--- src/sv/rgb2yuv_pkg.sv ---
// ----------------------------------------------------------------------------
// rgb2yuv_pkg
// Shared types, constants and helpers for the RGB to YCbCr 4:2:0 converter.
// ----------------------------------------------------------------------------
package rgb2yuv_pkg;

  // Largest frame dimension and derived widths
  localparam int unsigned MaxDim = 4096;
  localparam int unsigned CntW   = $clog2(MaxDim);       // position counters
  localparam int unsigned DimW   = $clog2(MaxDim) + 1;   // frame size registers
  localparam int unsigned CfgIdxW = 4;

  localparam logic [DimW-1:0] MinDimVal   = DimW'(2);
  localparam logic [DimW-1:0] MaxDimVal   = DimW'(MaxDim);
  localparam logic [DimW-1:0] WidthReset  = DimW'(640);
  localparam logic [DimW-1:0] HeightReset = DimW'(480);

  // Configuration register indexes
  typedef enum logic [CfgIdxW-1:0] {
    CfgFrameWidth  = 4'd0,
    CfgFrameHeight = 4'd1
  } cfg_reg_e;

  // Chroma plane codes
  typedef enum logic [1:0] {
    PlaneNone = 2'd0,
    PlaneCb   = 2'd1,
    PlaneCr   = 2'd2
  } chroma_plane_e;

  typedef struct packed {
    logic [7:0] red;
    logic [7:0] green;
    logic [7:0] blue;
  } pixel_t;

  typedef struct packed {
    logic [7:0]    luma;
    logic [7:0]    chroma;
    chroma_plane_e chroma_plane;
    logic          frame_end;
  } result_t;

  // Position-derived tags for one pixel
  typedef struct packed {
    chroma_plane_e plane;
    logic          frame_end;
  } pos_info_t;

  // Limit a programmed dimension to the supported range
  function automatic logic [DimW-1:0] clamp_dim(logic [DimW-1:0] v);
    logic [DimW-1:0] r;
    r = v;
    if (v < MinDimVal) r = MinDimVal;
    else if (v > MaxDimVal) r = MaxDimVal;
    return r;
  endfunction

endpackage

--- src/sv/rgb_to_yuv420_converter.sv ---
// ----------------------------------------------------------------------------
// rgb_to_yuv420_converter
// RGB pixel stream to BT.601 luma with 4:2:0 interleaved chroma samples.
// ----------------------------------------------------------------------------
// Usage:
//   Input channel (in_valid_i/in_ready_o/in_data_i) takes one RGB pixel per
//   transfer in raster order. Output channel (out_valid_o/out_ready_i/
//   out_data_o) gives one result per pixel: luma, and on even columns a Cb
//   (even rows) or Cr (odd rows) sample, plus a flag on the frame's last pixel.
//   Configuration channel (cfg_valid_i/cfg_ready_o) writes frame width
//   (index 0) and height (index 1); it is always ready and should only be
//   used while the block is empty.
//   The pipeline has two stages: pixel register, then result register.
//   Throughput is one pixel per cycle while the receiver takes results.
//   When the receiver stalls, the result register holds and the pixel
//   register fills; input ready falls only when both are occupied.
//   Reset empties the pipeline, zeroes the position counters and loads a
//   640 x 480 frame size.
// ----------------------------------------------------------------------------
module rgb_to_yuv420_converter (
  input  logic                            clk_i,
  input  logic                            rst_ni,
  input  logic                            in_valid_i,
  output logic                            in_ready_o,
  input  rgb2yuv_pkg::pixel_t             in_data_i,
  output logic                            out_valid_o,
  input  logic                            out_ready_i,
  output rgb2yuv_pkg::result_t            out_data_o,
  input  logic                            cfg_valid_i,
  output logic                            cfg_ready_o,
  input  logic [rgb2yuv_pkg::CfgIdxW-1:0] cfg_index_i,
  input  logic [rgb2yuv_pkg::DimW-1:0]    cfg_data_i
);

  logic                   in_xfer, s2_ready;
  logic                   s1_v_q, s1_v_d, s2_v_q, s2_v_d;
  rgb2yuv_pkg::pixel_t    pix_q;
  rgb2yuv_pkg::pos_info_t info, info_q;
  rgb2yuv_pkg::result_t   res, res_q;

  assign cfg_ready_o = 1'b1;

  // Handshake: each stage loads when empty or when downstream takes its data
  assign s2_ready   = !s2_v_q || out_ready_i;
  assign in_ready_o = !s1_v_q || s2_ready;
  assign in_xfer    = in_valid_i && in_ready_o;

  assign s1_v_d = in_xfer || (s1_v_q && !s2_ready);
  assign s2_v_d = (s1_v_q && s2_ready) || (s2_v_q && !out_ready_i);

  // Position tracking
  rgb2yuv_pos u_pos (
    .clk_i       (clk_i),
    .rst_ni      (rst_ni),
    .cfg_valid_i (cfg_valid_i),
    .cfg_index_i (cfg_index_i),
    .cfg_data_i  (cfg_data_i),
    .adv_i       (in_xfer),
    .info_o      (info)
  );

  // Valid flags
  always_ff @(posedge clk_i or negedge rst_ni) begin
    if (!rst_ni) begin
      s1_v_q <= 1'b0;
      s2_v_q <= 1'b0;
    end else begin
      s1_v_q <= s1_v_d;
      s2_v_q <= s2_v_d;
    end
  end

  // Pixel register
  always_ff @(posedge clk_i) begin
    if (in_xfer) begin
      pix_q  <= in_data_i;
      info_q <= info;
    end
  end

  // Conversion
  rgb2yuv_csc u_csc (
    .pix_i  (pix_q),
    .info_i (info_q),
    .res_o  (res)
  );

  // Result register
  always_ff @(posedge clk_i) begin
    if (s1_v_q && s2_ready) begin
      res_q <= res;
    end
  end

  assign out_valid_o = s2_v_q;
  assign out_data_o  = res_q;

  // Input only blocks when both stages hold data and the receiver stalls
  a_ready: assert property (@(posedge clk_i) disable iff (!rst_ni)
    !in_ready_o |-> s1_v_q && s2_v_q && !out_ready_i)
    else $error("input stalled with room in the pipeline");

  // A held pixel is not lost while the result stage is blocked
  a_s1_hold: assert property (@(posedge clk_i) disable iff (!rst_ni)
    s1_v_q && !s2_ready |=> s1_v_q && $stable(pix_q))
    else $error("pixel register dropped data under stall");

  // No chroma value without a chroma plane
  a_chroma_zero: assert property (@(posedge clk_i) disable iff (!rst_ni)
    out_valid_o && out_data_o.chroma_plane == rgb2yuv_pkg::PlaneNone
      |-> out_data_o.chroma == 8'd0)
    else $error("chroma nonzero on a luma-only result");

endmodule

--- src/sv/rgb2yuv_pos.sv ---
// ----------------------------------------------------------------------------
// rgb2yuv_pos
// Frame size registers and column/row tracking; tags each pixel with its
// chroma plane and end-of-frame flag.
// ----------------------------------------------------------------------------
module rgb2yuv_pos (
  input  logic                                clk_i,
  input  logic                                rst_ni,
  input  logic                                cfg_valid_i,
  input  logic [rgb2yuv_pkg::CfgIdxW-1:0]     cfg_index_i,
  input  logic [rgb2yuv_pkg::DimW-1:0]        cfg_data_i,
  input  logic                                adv_i,
  output rgb2yuv_pkg::pos_info_t              info_o
);

  logic [rgb2yuv_pkg::DimW-1:0] width_q, height_q;
  logic [rgb2yuv_pkg::DimW-1:0] width_c, height_c;
  logic [rgb2yuv_pkg::CntW-1:0] col_q, col_d, row_q, row_d;
  logic                         last_col, last_row;

  // Configuration registers
  always_ff @(posedge clk_i or negedge rst_ni) begin
    if (!rst_ni) begin
      width_q  <= rgb2yuv_pkg::WidthReset;
      height_q <= rgb2yuv_pkg::HeightReset;
    end else if (cfg_valid_i) begin
      if (cfg_index_i == rgb2yuv_pkg::CfgFrameWidth) width_q <= cfg_data_i;
      if (cfg_index_i == rgb2yuv_pkg::CfgFrameHeight) height_q <= cfg_data_i;
    end
  end

  assign width_c  = rgb2yuv_pkg::clamp_dim(width_q);
  assign height_c = rgb2yuv_pkg::clamp_dim(height_q);

  // Last column/row; a counter past a shrunk bound also counts as last
  assign last_col = (rgb2yuv_pkg::DimW'(col_q) + rgb2yuv_pkg::DimW'(1)) >= width_c;
  assign last_row = (rgb2yuv_pkg::DimW'(row_q) + rgb2yuv_pkg::DimW'(1)) >= height_c;

  // Counter advance
  always_comb begin
    col_d = col_q;
    row_d = row_q;
    if (adv_i) begin
      if (last_col) begin
        col_d = '0;
        row_d = last_row ? '0 : row_q + rgb2yuv_pkg::CntW'(1);
      end else begin
        col_d = col_q + rgb2yuv_pkg::CntW'(1);
      end
    end
  end

  always_ff @(posedge clk_i or negedge rst_ni) begin
    if (!rst_ni) begin
      col_q <= '0;
      row_q <= '0;
    end else begin
      col_q <= col_d;
      row_q <= row_d;
    end
  end

  // Tags: chroma on even columns, Cb on even rows and Cr on odd rows
  always_comb begin
    info_o.frame_end = last_col & last_row;
    if (col_q[0]) begin
      info_o.plane = rgb2yuv_pkg::PlaneNone;
    end else if (row_q[0]) begin
      info_o.plane = rgb2yuv_pkg::PlaneCr;
    end else begin
      info_o.plane = rgb2yuv_pkg::PlaneCb;
    end
  end

  // Column wraps to zero after the last column
  a_col_wrap: assert property (@(posedge clk_i) disable iff (!rst_ni)
    adv_i && last_col |=> col_q == '0)
    else $error("column counter did not wrap");

  // Row only moves when the column wraps
  a_row_hold: assert property (@(posedge clk_i) disable iff (!rst_ni)
    adv_i && !last_col |=> $stable(row_q))
    else $error("row counter moved mid-row");

endmodule

--- src/sv/rgb2yuv_csc.sv ---
// ----------------------------------------------------------------------------
// rgb2yuv_csc
// Integer BT.601 colour space conversion of one pixel (luma plus the
// selected chroma sample).
// ----------------------------------------------------------------------------
module rgb2yuv_csc (
  input  rgb2yuv_pkg::pixel_t    pix_i,
  input  rgb2yuv_pkg::pos_info_t info_i,
  output rgb2yuv_pkg::result_t   res_o
);

  logic [15:0] r, g, b;
  logic [15:0] y_sum, cb_sum, cr_sum;

  assign r = 16'(pix_i.red);
  assign g = 16'(pix_i.green);
  assign b = 16'(pix_i.blue);

  // Luma: (66R + 129G + 25B + 128) >> 8, plus 16
  assign y_sum = 16'd66 * r + 16'd129 * g + 16'd25 * b + 16'd128;

  // Chroma sums carry the +128 rounding and a +32768 bias; the true value
  // stays within 16 bits, so modulo arithmetic is exact
  assign cb_sum = 16'd32896 + 16'd112 * b - 16'd38 * r - 16'd74 * g;
  assign cr_sum = 16'd32896 + 16'd112 * r - 16'd94 * g - 16'd18 * b;

  always_comb begin
    res_o.luma         = y_sum[15:8] + 8'd16;
    res_o.chroma_plane = info_i.plane;
    res_o.frame_end    = info_i.frame_end;
    case (info_i.plane)
      rgb2yuv_pkg::PlaneCb: res_o.chroma = cb_sum[15:8];
      rgb2yuv_pkg::PlaneCr: res_o.chroma = cr_sum[15:8];
      default:              res_o.chroma = 8'd0;
    endcase
  end

endmodule

--- config.mk ---
export PLATFORM = sky130hd
export DESIGN_NAME = rgb_to_yuv420_converter
export DESIGN_NICKNAME = d
export VERILOG_FILES = /design/src/sv/rgb2yuv_pkg.sv /design/src/sv/rgb_to_yuv420_converter.sv /design/src/sv/rgb2yuv_pos.sv /design/src/sv/rgb2yuv_csc.sv
export SDC_FILE = /design/constraint.sdc
export NUM_CORES = 1
export LEC_CHECK = 0
export ABC_AREA = 1
export BUFFER_PORTS_ARGS = -buffer_cell sky130_fd_sc_hd__clkbuf_2
export CORE_MARGIN = 2
export CORE_UTILIZATION = 41
export DETAILED_ROUTE_END_ITERATION = 10
export GPL_ROUTABILITY_DRIVEN = 0
export PLACE_DENSITY = 0.66
export SYNTH_ARGS = -nofsm -noshare
export SYNTH_HDL_FRONTEND = slang
export SYNTH_SLANG_ARGS = --single-unit
--- constraint.sdc ---
create_clock -name clk_i -period 15.7 [get_ports clk_i]
set_clock_uncertainty 0.05 [all_clocks]
set_input_delay 2.355 -clock clk_i [delete_from_list [all_inputs] [get_ports clk_i]]
set_output_delay 2.355 -clock clk_i [all_outputs]
set_load 0.005 [all_outputs]
### After elaboration in Yosys (flattened, before gate mapping)

Index checks and enable logic that the tools add are counted.

* output and inout port bits: 22
* input port bits: 46
* memory bits (writable): 0
* memories: 0
* flip-flop bits (word level): 98
* memory bits (read-only): 0
* logic and storage cells: 72
* bits in latches: 0

* div/mod/pow operators: 0
* shifts and indexed selects: 0
* reductions and logical operators: 16
* bitwise logic cells: 1
* equal/unequal tests: 3
* magnitude comparators: 6
* muxes and demuxes: 8
* multiply operators: 9
* add/subtract/negate cells: 14

Operators by type and width (number)
* 16-bit subtractor: 4
* 13-bit 2-to-1 mux: 4
* 6-bit by 8-bit multiplier with 14-bit output (first input constant): 3
* 16-bit adder: 2
* 16-bit adder (first input constant): 2
* 12-bit by 1-bit adder with 13-bit output (second input constant): 2
* 13-bit greater-or-equal comparator: 2
* 13-bit > comparator (second input constant): 2
* 13-bit by 2-bit < comparator with 1-bit output (second input constant): 2
* 5-bit by 8-bit multiplier with 13-bit output (first input constant): 2
* 12-bit by 1-bit adder with 12-bit output (second input constant): 2
* 12-bit 2-to-1 mux: 2
* 3-bit by 8-bit multiplier with 11-bit output (first input constant): 2
* 16-bit by 8-bit adder with 16-bit output (second input constant): 1
* 8-bit by 8-bit multiplier with 16-bit output (first input constant): 1
* 8-bit case mux with 2 select lines: 1
* 4-bit by 8-bit multiplier with 12-bit output (first input constant): 1
* 8-bit by 5-bit adder with 8-bit output (second input constant): 1
* 2-bit AND reduction: 3
* 4-bit by 1-bit equality test with 1-bit output (second input constant): 1
* 1-bit logical AND: 4
* 1-bit zero test: 4
* 4-bit zero test: 1
* 1-bit logical OR: 4
* other kinds (4): 4

### Depth between registers and ports, before layout

Gate-level depths: netlist of the first run.

* word-level depth: 5
* mapped depth: 29
* mapped depth without buffers: 29

### Cells and area by module

Synthesis of the first run repeated with hierarchy kept, for this count alone.

* cells, all modules: 1671
* area, all modules: 13334.0 µm²

By module, submodules not included
* rgb2yuv_csc: sequential area each 0.0 µm², area each 8369.3 µm², instances 1, cells an instance 1137
* rgb2yuv_pos: sequential area each 1258.7 µm², area each 3477.1 µm², instances 1, cells an instance 474
* rgb_to_yuv420_converter: sequential area each 1431.4 µm², area each 1487.7 µm², instances 1, cells an instance 60

### Worst setup path after synthesis of the first run

Ideal clock, no wire load.

* path kind: register to register
* start point: register pix_q[12] in the netlist's numbering
* end point: register res_q, in the netlist out_data_o[9], data pin
* stages on the path, launching flop included: 28
* arrival time: 5.092 ns
* setup time: 0.266 ns
* path buffers: 0
* required time: 15.384 ns
* setup slack: 10.291 ns
* clock period less this slack: 5.409 ns
* path through: edfxtp_1 fa_1 fa_1 inv_1 fa_1 inv_1 ha_1 nand2_1 o21ai_0 nand2_1 nand2_1 nand2_1 a21oi_1 nor2_1 nand2_1 nand2_1 fa_1 inv_1 ha_1 ha_1 inv_1 nor3_1 and2_1 nand2_1 nand2_1 nand2_1 nand3_1 a21oi_1

RTL lines
* start: declaration: line rgb_to_yuv420_converter.sv:37 `rgb2yuv_pkg::pixel_t pix_q;`
* start signal: assignment: line rgb_to_yuv420_converter.sv:76 `pix_q <= in_data_i;`
* end signal: assignment: line rgb_to_yuv420_converter.sv:91 `res_q <= res;`
* end: declaration: line rgb_to_yuv420_converter.sv:39 `rgb2yuv_pkg::result_t res, res_q;`

==> flow_summary.html, run 1 <==
<table>
<tr><th>Metric</th><th>Value</th></tr>
<tr><th colspan="2">Finish</th></tr>
<tr><td>Total Nets Final</td><td>2109</td></tr>
<tr><td>Layout overhead on the synthesized area</td><td>8.40%</td></tr>
<tr><td>Fraction of final layout cells sized beyond drive strength 1</td><td>under 10%</td></tr>
<tr><th colspan="2">Power</th></tr>
<tr><td>Leak pwr</td><td>7.76 nW</td></tr>
<tr><td>Sequential share of power</td><td>between 10% and 20%</td></tr>
<tr><td>Sw Share</td><td>between 50% and 60%</td></tr>
<tr><td>Total power per unit cell area</td><td>219 nW/um^2</td></tr>
<tr><td>Switching pwr</td><td>roughly 1.7 mW</td></tr>
<tr><td>Overall power after layout</td><td>3.12 mW</td></tr>
<tr><td>P_int</td><td>~1.4 mW</td></tr>
<tr><td>Clock power share</td><td>around 7.4%</td></tr>
<tr><td>Combinational cell fraction of total power</td><td>79.3%</td></tr>
<tr><td>Worst VDD drop</td><td>between 150 and 200 uV</td></tr>
<tr><th colspan="2">Worst setup path</th></tr>
<tr><td>Required time of the worst setup path</td><td>15760 ps</td></tr>
<tr><td>Worst setup path class</td><td>reg2reg</td></tr>
<tr><td>Worst Path Arrival</td><td>5940 ps</td></tr>
<tr><td>Type of destination of the critical path</td><td>flip-flop</td></tr>
<tr><td>Category of the worst setup path launch point</td><td>flip-flop</td></tr>
<tr><td>Worst-path maximum fanout</td><td>6</td></tr>
<tr><th colspan="2">Job</th></tr>
<tr><td>Max Cap Viol</td><td>0</td></tr>
<tr><th colspan="2">Timing</th></tr>
<tr><td>Fin crit share</td><td>37.5%</td></tr>
<tr><td>Number of hold-slack violations in the final timing report</td><td>0</td></tr>
<tr><td>Unrepaired setup endpoints after global routing</td><td>no</td></tr>
<tr><td>Final slew viol count</td><td>0</td></tr>
<tr><td>Highest achievable clock rate</td><td>~170 MHz</td></tr>
<tr><td>Final-report setup violation count</td><td>0</td></tr>
<tr><td>Setup tns final</td><td>0 ps</td></tr>
<tr><td>Least-Margin Pin Slew</td><td>906 ps</td></tr>
<tr><td>Final worst path period need</td><td>about 6000 ps</td></tr>
<tr><td>Worst slew margin relative to its limit</td><td>39.6%</td></tr>
<tr><th colspan="2">Floorplan</th></tr>
<tr><td>Horiz. Die Dim</td><td>183 um</td></tr>
<tr><td>Initial core utilization</td><td>41.7%</td></tr>
<tr><td>Die Y</td><td>183 um</td></tr>
<tr><td>Number of top-level pins</td><td>68</td></tr>
<tr><td>Standard-cell row count</td><td>65</td></tr>
<tr><td>Area enclosed by the die boundary</td><td>33500 sq um</td></tr>
<tr><td>Core Area</td><td>31600 sq um</td></tr>
<tr><th colspan="2">Synthesis</th></tr>
<tr><td>Post-synthesis cell area</td><td>~13000 sq um</td></tr>
<tr><td>Mapped Cells</td><td>roughly 1700</td></tr>
<tr><td>Leading post-synthesis cells by cell area</td><td>ha_1 25%, fa_1 12%, nand2_1 11%</td></tr>
<tr><td>Most common cell in the netlist</td><td>nand2_1</td></tr>
<tr><td>Share of flip-flops with an asynchronous set or reset</td><td>53.1%</td></tr>
<tr><td>Syn_nets</td><td>~2000</td></tr>
<tr><td>Flop and latch count out of synthesis</td><td>98</td></tr>
<tr><td>Number of synthesis warnings</td><td>0</td></tr>
<tr><td>Number of synthesized flops with an enable pin</td><td>46</td></tr>
<tr><td>Top post-synthesis cells by count</td><td>379 x nand2_1, 326 x inv_1, 263 x ha_1</td></tr>
<tr><td>Commonest register cell after synthesis</td><td>edfxtp_1</td></tr>
<tr><td>Average instance area after synthesis</td><td>7.97 sq um</td></tr>
<tr><td>Area share of the leading cell type in the synthesized netlist</td><td>between 20 and 30%</td></tr>
<tr><td>Cell type with the highest aggregate area in the netlist</td><td>ha_1</td></tr>
<tr><td>Sequential fraction of the synthesis area</td><td>20.4%</td></tr>
<tr><td>Number of distinct standard cells referenced by the synthesized netlist</td><td>49</td></tr>
<tr><th colspan="2">Route</th></tr>
<tr><td>Number of vias in the routed layout</td><td>roughly 11000</td></tr>
<tr><td>Via density per instance</td><td>5.04</td></tr>
<tr><td>DRT Wirelength</td><td>between 30000 and 40000 um</td></tr>
<tr><td>DRC viols</td><td>0</td></tr>
<tr><td>Number of DRC violations after detailed-routing iteration 0</td><td>between 500 and 600</td></tr>
<tr><td>Mean routed wirelength per cell</td><td>14.4 um</td></tr>
<tr><td>1st-pass router iterations</td><td>7</td></tr>
<tr><td>Post-route ant nets</td><td>0</td></tr>
<tr><th colspan="2">GRT</th></tr>
<tr><td>Wire length of the first global-routing pass</td><td>a little over 50000 um</td></tr>
<tr><td>Number of global-route vias before repair</td><td>10700</td></tr>
<tr><td>Antenna violations before repair</td><td>1</td></tr>
<tr><td>Overflow after GRT</td><td>0</td></tr>
<tr><td>Largest net degree at the start of global routing</td><td>53</td></tr>
<tr><td>Overall global routing resource usage</td><td>between 10% and 20%</td></tr>
<tr><th colspan="2">Clock network</th></tr>
<tr><td>CTS clock-pin slew for the worst setup and hold paths</td><td>80 ps</td></tr>
<tr><td>Buffer depth of the longest clock path</td><td>2</td></tr>
<tr><td>Post-cts sizing count</td><td>0</td></tr>
<tr><td>Setup Fix Bufs, Post-CTS</td><td>0</td></tr>
<tr><td>Number of hold-repair buffers added at the cts stage</td><td>0</td></tr>
<tr><td>Maximum level of the CTS H-tree</td><td>3</td></tr>
<tr><td>CTS Buf Count</td><td>9</td></tr>
<tr><td>Number of clock sinks seen by CTS</td><td>~100</td></tr>
<tr><td>Clock tree from TritonCTS</td><td>yes</td></tr>
<tr><td>Clock network latency to the later pin of the worst-skew pair</td><td>370 ps</td></tr>
<tr><td>Cell chosen for the clock root</td><td>clkbuf_16</td></tr>
<tr><th colspan="2">Placed design</th></tr>
<tr><td>Port Buf Inserts</td><td>66</td></tr>
<tr><td>Detail Placement HPWL</td><td>25900 um</td></tr>
<tr><th colspan="2">Min path</th></tr>
<tr><td>Class of the tightest hold or removal check</td><td>reg2reg</td></tr>
<tr><th colspan="2">Outcome</th></tr>
<tr><td>Status</td><td>completed</td></tr>
</table>
## final timing paths
| kind | startpoint | to | slack [ps] | cells past startpoint |
|---|---|---|---|---|
| min | info_q[0]$_DFFE_PP_ | out_data_o[0]$_DFFE_PP_ | 400 | 0 |
| max in group asynchronous | rst_ni | u_pos.row_q[10]$_DFFE_PN0P_ | 13100 | 2 |
| min reg2reg | info_q[0]$_DFFE_PP_ | out_data_o[0]$_DFFE_PP_ | 400 | 0 |
| min in group asynchronous | rst_ni | u_pos.height_q[10]$_DFFE_PN0P_ | 2050 | 2 |
| max reg2reg | pix_q[10]$_DFFE_PP_ | out_data_o[9]$_DFFE_PP_ | 9820 | 27 |
| max | pix_q[10]$_DFFE_PP_ | out_data_o[9]$_DFFE_PP_ | 9820 | 27 |
## kinds of logic (layout without fill, tap and decap cells)
| kind of cell | Yosys count | in the layout | share of synthesized area [%] |
|---|---|---|---|
| adder cells (fa/ha/maj) | 343 | 343 | 37.2 |
| XOR/XNOR | 67 | 67 | 4.57 |
| AO/OA/AOI/OAI | 195 | 195 | 8.09 |
| buffers and inverters | 338 | 413 | 9.79 |
| AND/OR/NAND/NOR | 608 | 608 | 19.9 |
| other | 1 | 2 | 0.0285 |
| flip-flops | 98 | 98 | 20.4 |
## through the flow
stage	hold slack [ps]	std cells	util [%]	setup WS, ps	cell area [sq um]
2_1_floorplan	350	1650	-	10290	13200
3_3_place_gp	352	2111	44.2	9970	14000
3_5_place_dp	380	2111	44.2	9870	14000
4_1_cts	405	2127	45.2	9850	14300
5_1_grt	408	2128	45.2	9360	14300
6_report	401	2128	45.2	9820	14300
## worst max-delay path, stage by stage (launching register included)
cell	delay [ps]
edfxtp_1	490
inv_1	160
fa_1	560
inv_1	40
ha_1	290
fa_1	570
inv_1	70
fa_1	480
o21ai_0	290
nand2_1	90
nand2_1	70
nand2_1	60
a21oi_1	180
nor2_1	60
nand2_1	60
nand2_1	70
fa_1	530
inv_1	40
ha_1	280
ha_1	370
inv_1	100
nor3_1	240
and2_1	160
nand2_1	60
nand2_1	60
nand2_1	50
nand3_1	70
a21oi_1	70
## power by group through the flow
stage,Sequential [mW],Clock (mW),Combinational (mW)
finish,0.415,0.232,2.47
global route,0.423,0.246,2.87
CTS,0.415,0.240,2.46
detailed placement,0.420,0,2.44
global placement,0.419,0,2.39
floorplan,0.406,0,1.89
## layout make-up
class	instances	area [sq um]
fill	3148	17300
multi-input combinational	1214	9180
sequential	98	2690
inverter	329	1230
tap	402	503
timing repair buffer	68	345
clock buffer	9	225
clock inverter	7	78.8
antenna	1	2.50
## state kept, by name (all words and copies together), names as in the netlist
signal and count:
u_pos.col_q 12, out_valid_o 1, out_data_o 19, u_pos.width_q 13, u_pos.height_q 13, s1_v_q 1
u_pos.row_q 12, info_q 3, pix_q 24
## cells in the final DEF (no fill, tap or decap), types with 46 or more instances in the layout
cell      netlist  routed
edfxtp_1       46      46
nand3_1        74      74
inv_1         326     326
fa_1           80      80
ha_1          263     263
clkbuf_2        0      66
nor2_1         78      78
nand2_1       379     379
o21ai_0        63      63
dfrtp_1        46      46
a21oi_1        92      91
## routing by layer
layer,vias up,GRT usage (%),routed length [um]
li1,5470,-,-
met1,5007,26.1,14800
met2,218,32.1,13900
met3,27,2.74,1290
met4,0,5.63,634
met5,-,0,0
Note: power is estimated with default switching activity, not from simulation.
==> inputs of run 2 (changes only) <==
--- a/config.mk
+++ b/config.mk
@@ -11,7 +11,7 @@
 export CORE_UTILIZATION = 41
 export DETAILED_ROUTE_END_ITERATION = 10
 export GPL_ROUTABILITY_DRIVEN = 0
-export PLACE_DENSITY = 0.66
+export PLACE_DENSITY = 0.68
 export SYNTH_ARGS = -nofsm -noshare
 export SYNTH_HDL_FRONTEND = slang
 export SYNTH_SLANG_ARGS = --single-unit
==> constraint.sdc (replaced) <==
create_clock -name clk_i -period 5.2 [get_ports clk_i]
set_clock_uncertainty 0.05 [all_clocks]
set_input_delay 0.78 -clock clk_i [delete_from_list [all_inputs] [get_ports clk_i]]
set_output_delay 0.78 -clock clk_i [all_outputs]
set_load 0.005 [all_outputs]
==> run 2 against run 1 <==
Against the previous run:
- non-clock buffer count rose by 95
- maximum frequency grew 14%
- via count increased by 3.7%
- routed wire length is 6.0% higher
- global-route usage is 0.16 points higher
- die area unchanged
- sequential share of layout area decreased by 1.7 points
- sequential cell count unchanged
- design area grew 10%
==> flow_summary.html, run 2 (synthesis gave the netlist of run 1 again) <==
<table>
<tr><th>Metric</th><th>Value</th></tr>
<tr><th colspan="2">Outcome</th></tr>
<tr><td>Status</td><td>completed</td></tr>
<tr><th colspan="2">Timing</th></tr>
<tr><td>Final-report setup violation count</td><td>0 (unchanged)</td></tr>
<tr><td>Final setup margin</td><td>32.1 ps (-9790 ps)</td></tr>
<tr><td>Fin crit share</td><td>99.4% (+62 points)</td></tr>
<tr><td>Final worst path period need</td><td>5170 ps (-713 ps)</td></tr>
<tr><td>Unrepaired setup endpoints after global routing</td><td>yes</td></tr>
<tr><td>Least-Margin Pin Slew</td><td>945 ps (+38.8 ps)</td></tr>
<tr><td>Highest achievable clock rate</td><td>194 MHz (+14%)</td></tr>
<tr><td>Worst slew margin relative to its limit</td><td>36.9% (-2.7 points)</td></tr>
<tr><td>Number of hold-slack violations in the final timing report</td><td>0 (unchanged)</td></tr>
<tr><td>Final slew viol count</td><td>0 (unchanged)</td></tr>
<tr><td>Setup tns final</td><td>0 ps (unchanged)</td></tr>
<tr><th colspan="2">Clock network</th></tr>
<tr><td>Number of hold-repair buffers added at the cts stage</td><td>0 (unchanged)</td></tr>
<tr><td>Number of clock sinks seen by CTS</td><td>98 (unchanged)</td></tr>
<tr><td>Cell chosen for the clock root</td><td>clkbuf_16</td></tr>
<tr><td>Clock tree from TritonCTS</td><td>yes</td></tr>
<tr><td>CTS Buf Count</td><td>9 (unchanged)</td></tr>
<tr><td>CTS clock-pin slew for the worst setup and hold paths</td><td>90 ps (about the same)</td></tr>
<tr><td>Clock network latency to the later pin of the worst-skew pair</td><td>380 ps (about the same)</td></tr>
<tr><td>Buffer depth of the longest clock path</td><td>2 (unchanged)</td></tr>
<tr><td>Maximum level of the CTS H-tree</td><td>3 (unchanged)</td></tr>
<tr><th colspan="2">Worst setup path</th></tr>
<tr><td>Path depth of the worst reg2reg path</td><td>23 (-15%)</td></tr>
<tr><td>Largest stage delay, worst path</td><td>520 ps (-50 ps)</td></tr>
<tr><td>Required time of the worst setup path</td><td>5290 ps (-10470 ps)</td></tr>
<tr><td>Family of cells with the greatest summed delay on the critical path</td><td>adder cells</td></tr>
<tr><td>Number of buffer and inverter stages on the critical path</td><td>5 (unchanged)</td></tr>
<tr><td>Worst-case register-to-register setup slack</td><td>30 ps (-9790 ps)</td></tr>
<tr><td>Cell with the biggest individual delay on the critical path</td><td>fa_1</td></tr>
<tr><td>Type of destination of the critical path</td><td>flip-flop</td></tr>
<tr><td>Worst setup path class</td><td>reg2reg</td></tr>
<tr><td>R2R Path Start</td><td>pix_q[13]$_DFFE_PP_</td></tr>
<tr><td>Endpoint of the lowest-slack register-to-register path</td><td>out_data_o[10]$_DFFE_PP_</td></tr>
<tr><td>Critical path cell sequence</td><td>buf_6 &gt; fa_1 &gt; fa_1 &gt; inv_1 &gt; fa_1 &gt; inv_1 &gt; ha_4 &gt; buf_4 &gt; nand2_1 &gt; nor2_1 &gt; nand2_1 &gt; o2111ai_2 &gt; xor2_1 &gt; ha_1 &gt; inv_1 &gt; ha_1 &gt; ha_1 &gt; a21oi_1 &gt; o21ai_1 &gt; a21oi_2 &gt; nand3b_1 &gt; nand3_1 &gt; a21oi_2</td></tr>
<tr><td>Worst Path Arrival</td><td>5260 ps (-680 ps)</td></tr>
<tr><td>Category of the worst setup path launch point</td><td>flip-flop</td></tr>
<tr><td>Worst-path maximum fanout</td><td>4 (-2)</td></tr>
<tr><th colspan="2">Finish</th></tr>
<tr><td>Antenna diode instance count</td><td>0 (-1)</td></tr>
<tr><td>Layout overhead on the synthesized area</td><td>19.4%</td></tr>
<tr><td>Final-layout fill cell count</td><td>2940 (-6.6%)</td></tr>
<tr><td>Most common library cell in the layout ignoring fill and taps</td><td>nand2_1</td></tr>
<tr><td>Fraction of final layout cells sized beyond drive strength 1</td><td>18.2% (+11 points)</td></tr>
<tr><td>Top reg by flops</td><td>pix_q</td></tr>
<tr><td>Final cell area excluding filler cells</td><td>15700 sq um (+10%)</td></tr>
<tr><td>Max reg flops</td><td>24 (unchanged)</td></tr>
<tr><td>Total Nets Final</td><td>2204 (+4.5%)</td></tr>
<tr><td>Commonest cells after routing, fill and taps aside</td><td>356 x nand2_1, 316 x inv_1, 228 x ha_1</td></tr>
<tr><th colspan="2">Min path</th></tr>
<tr><td>Beginning of the worst hold path</td><td>info_q[0]$_DFFE_PP_</td></tr>
<tr><td>Hold-critical path depth</td><td>0 (unchanged)</td></tr>
<tr><td>Class of the tightest hold or removal check</td><td>reg2reg</td></tr>
<tr><td>Hold Path Sink</td><td>out_data_o[0]$_DFFE_PP_</td></tr>
<tr><th colspan="2">Placed design</th></tr>
<tr><td>Port Buf Inserts</td><td>66 (unchanged)</td></tr>
<tr><td>Detail Placement HPWL</td><td>26700 um (+3.0%)</td></tr>
<tr><td>Worst setup slack after placement</td><td>-165 ps (-10040 ps)</td></tr>
<tr><td>Standard cell area after detailed placement</td><td>14600 sq um (+4.8%)</td></tr>
<tr><th colspan="2">Floorplan</th></tr>
<tr><td>Area enclosed by the die boundary</td><td>33500 sq um (unchanged)</td></tr>
<tr><td>Core Area</td><td>31600 sq um (unchanged)</td></tr>
<tr><td>Die Y</td><td>183 um (unchanged)</td></tr>
<tr><td>Standard-cell row count</td><td>65 (unchanged)</td></tr>
<tr><td>Horiz. Die Dim</td><td>183 um (unchanged)</td></tr>
<tr><td>Number of top-level pins</td><td>68 (unchanged)</td></tr>
<tr><td>Initial core utilization</td><td>41.7% (unchanged)</td></tr>
<tr><th colspan="2">Route</th></tr>
<tr><td>DRT Wirelength</td><td>32500 um (+6.0%)</td></tr>
<tr><td>Via density per instance</td><td>5.00 (-0.67%)</td></tr>
<tr><td>Post-route ant nets</td><td>0 (unchanged)</td></tr>
<tr><td>Mean routed wirelength per cell</td><td>14.6 um (+1.5%)</td></tr>
<tr><td>DRC viols</td><td>0 (unchanged)</td></tr>
<tr><td>Number of vias in the routed layout</td><td>11100 (+3.7%)</td></tr>
<tr><td>1st-pass router iterations</td><td>5 (-2)</td></tr>
<tr><td>Number of DRC violations after detailed-routing iteration 0</td><td>412 (-24%)</td></tr>
<tr><th colspan="2">GRT</th></tr>
<tr><td>Overflow after GRT</td><td>0 (unchanged)</td></tr>
<tr><td>Wire length of the first global-routing pass</td><td>51800 um (+0.40%)</td></tr>
<tr><td>Overall global routing resource usage</td><td>19.4% (+0.16 points)</td></tr>
<tr><td>Number of global-route vias before repair</td><td>10900 (+2.1%)</td></tr>
<tr><td>Antenna violations before repair</td><td>0 (-1)</td></tr>
<tr><td>Largest net degree at the start of global routing</td><td>53 (unchanged)</td></tr>
<tr><th colspan="2">Job</th></tr>
<tr><td>Max Cap Viol</td><td>0 (unchanged)</td></tr>
</table>
-- run 2: worst max-delay path by stage --
stage	startpoint	to	slack, ps	cells after the start
floorplan	pix_q[13]$_DFFE_PP_	out_data_o[9]$_DFFE_PP_	1	27
global placement	pix_q[13]$_DFFE_PP_	out_data_o[7]$_DFFE_PP_	-120	26
detailed placement	pix_q[12]$_DFFE_PP_	out_data_o[9]$_DFFE_PP_	-170	27
CTS	pix_q[3]$_DFFE_PP_	out_data_o[17]$_DFFE_PP_	0.2	25
global route	pix_q[12]$_DFFE_PP_	out_data_o[8]$_DFFE_PP_	-180	26
finish	pix_q[13]$_DFFE_PP_	out_data_o[10]$_DFFE_PP_	30	23
-- run 2: per-layer routing --
metal	share of wire, %	vias up	global-route usage, %
met3	2.7	54	1.93
met5	0	-	0
met4	2.8	0	6.05
li1	-	5666	-
met1	43	5225	23.4
met2	51	176	36.4
-- run 2: what timing repair did --
| action | CTS | global route |
|---|---|---|
| pin swaps | 21 | 64 |
| endpoints found under the setup margin | 8 | 12 |
| gates resized for setup | 38 | 97 |
| setup buffers | 6 | 10 |
-- run 2: area by class of cell --
class | instances | area (sq um) | share of cell area (%)
multi-input cells | 1214 | 9930 | 63.2
flip-flops and latches | 98 | 2690 | 17.1
inverters | 329 | 1230 | 7.86
repair buffers | 163 | 1070 | 6.83
well taps | 402 | 503 | 3.20
clock buffers | 10 | 229 | 1.46
clock inverters | 6 | 46.3 | 0.295
-- run 2: through the flow --
| step | util (%) | hold slack (ps) | cells |
|---|---|---|---|
| after floorplan | - | 350 | 1650 |
| after global placement | 46.3 | 358 | 2190 |
| after detailed placement | 46.3 | 358 | 2190 |
| after CTS | 48.0 | 377 | 2212 |
| after global routing | 49.8 | 390 | 2222 |
| final | 49.8 | 375 | 2222 |
Power of run 2 is not shown: default switching activity piles up to over one toggle a cycle in this logic, so the estimate is an artifact.
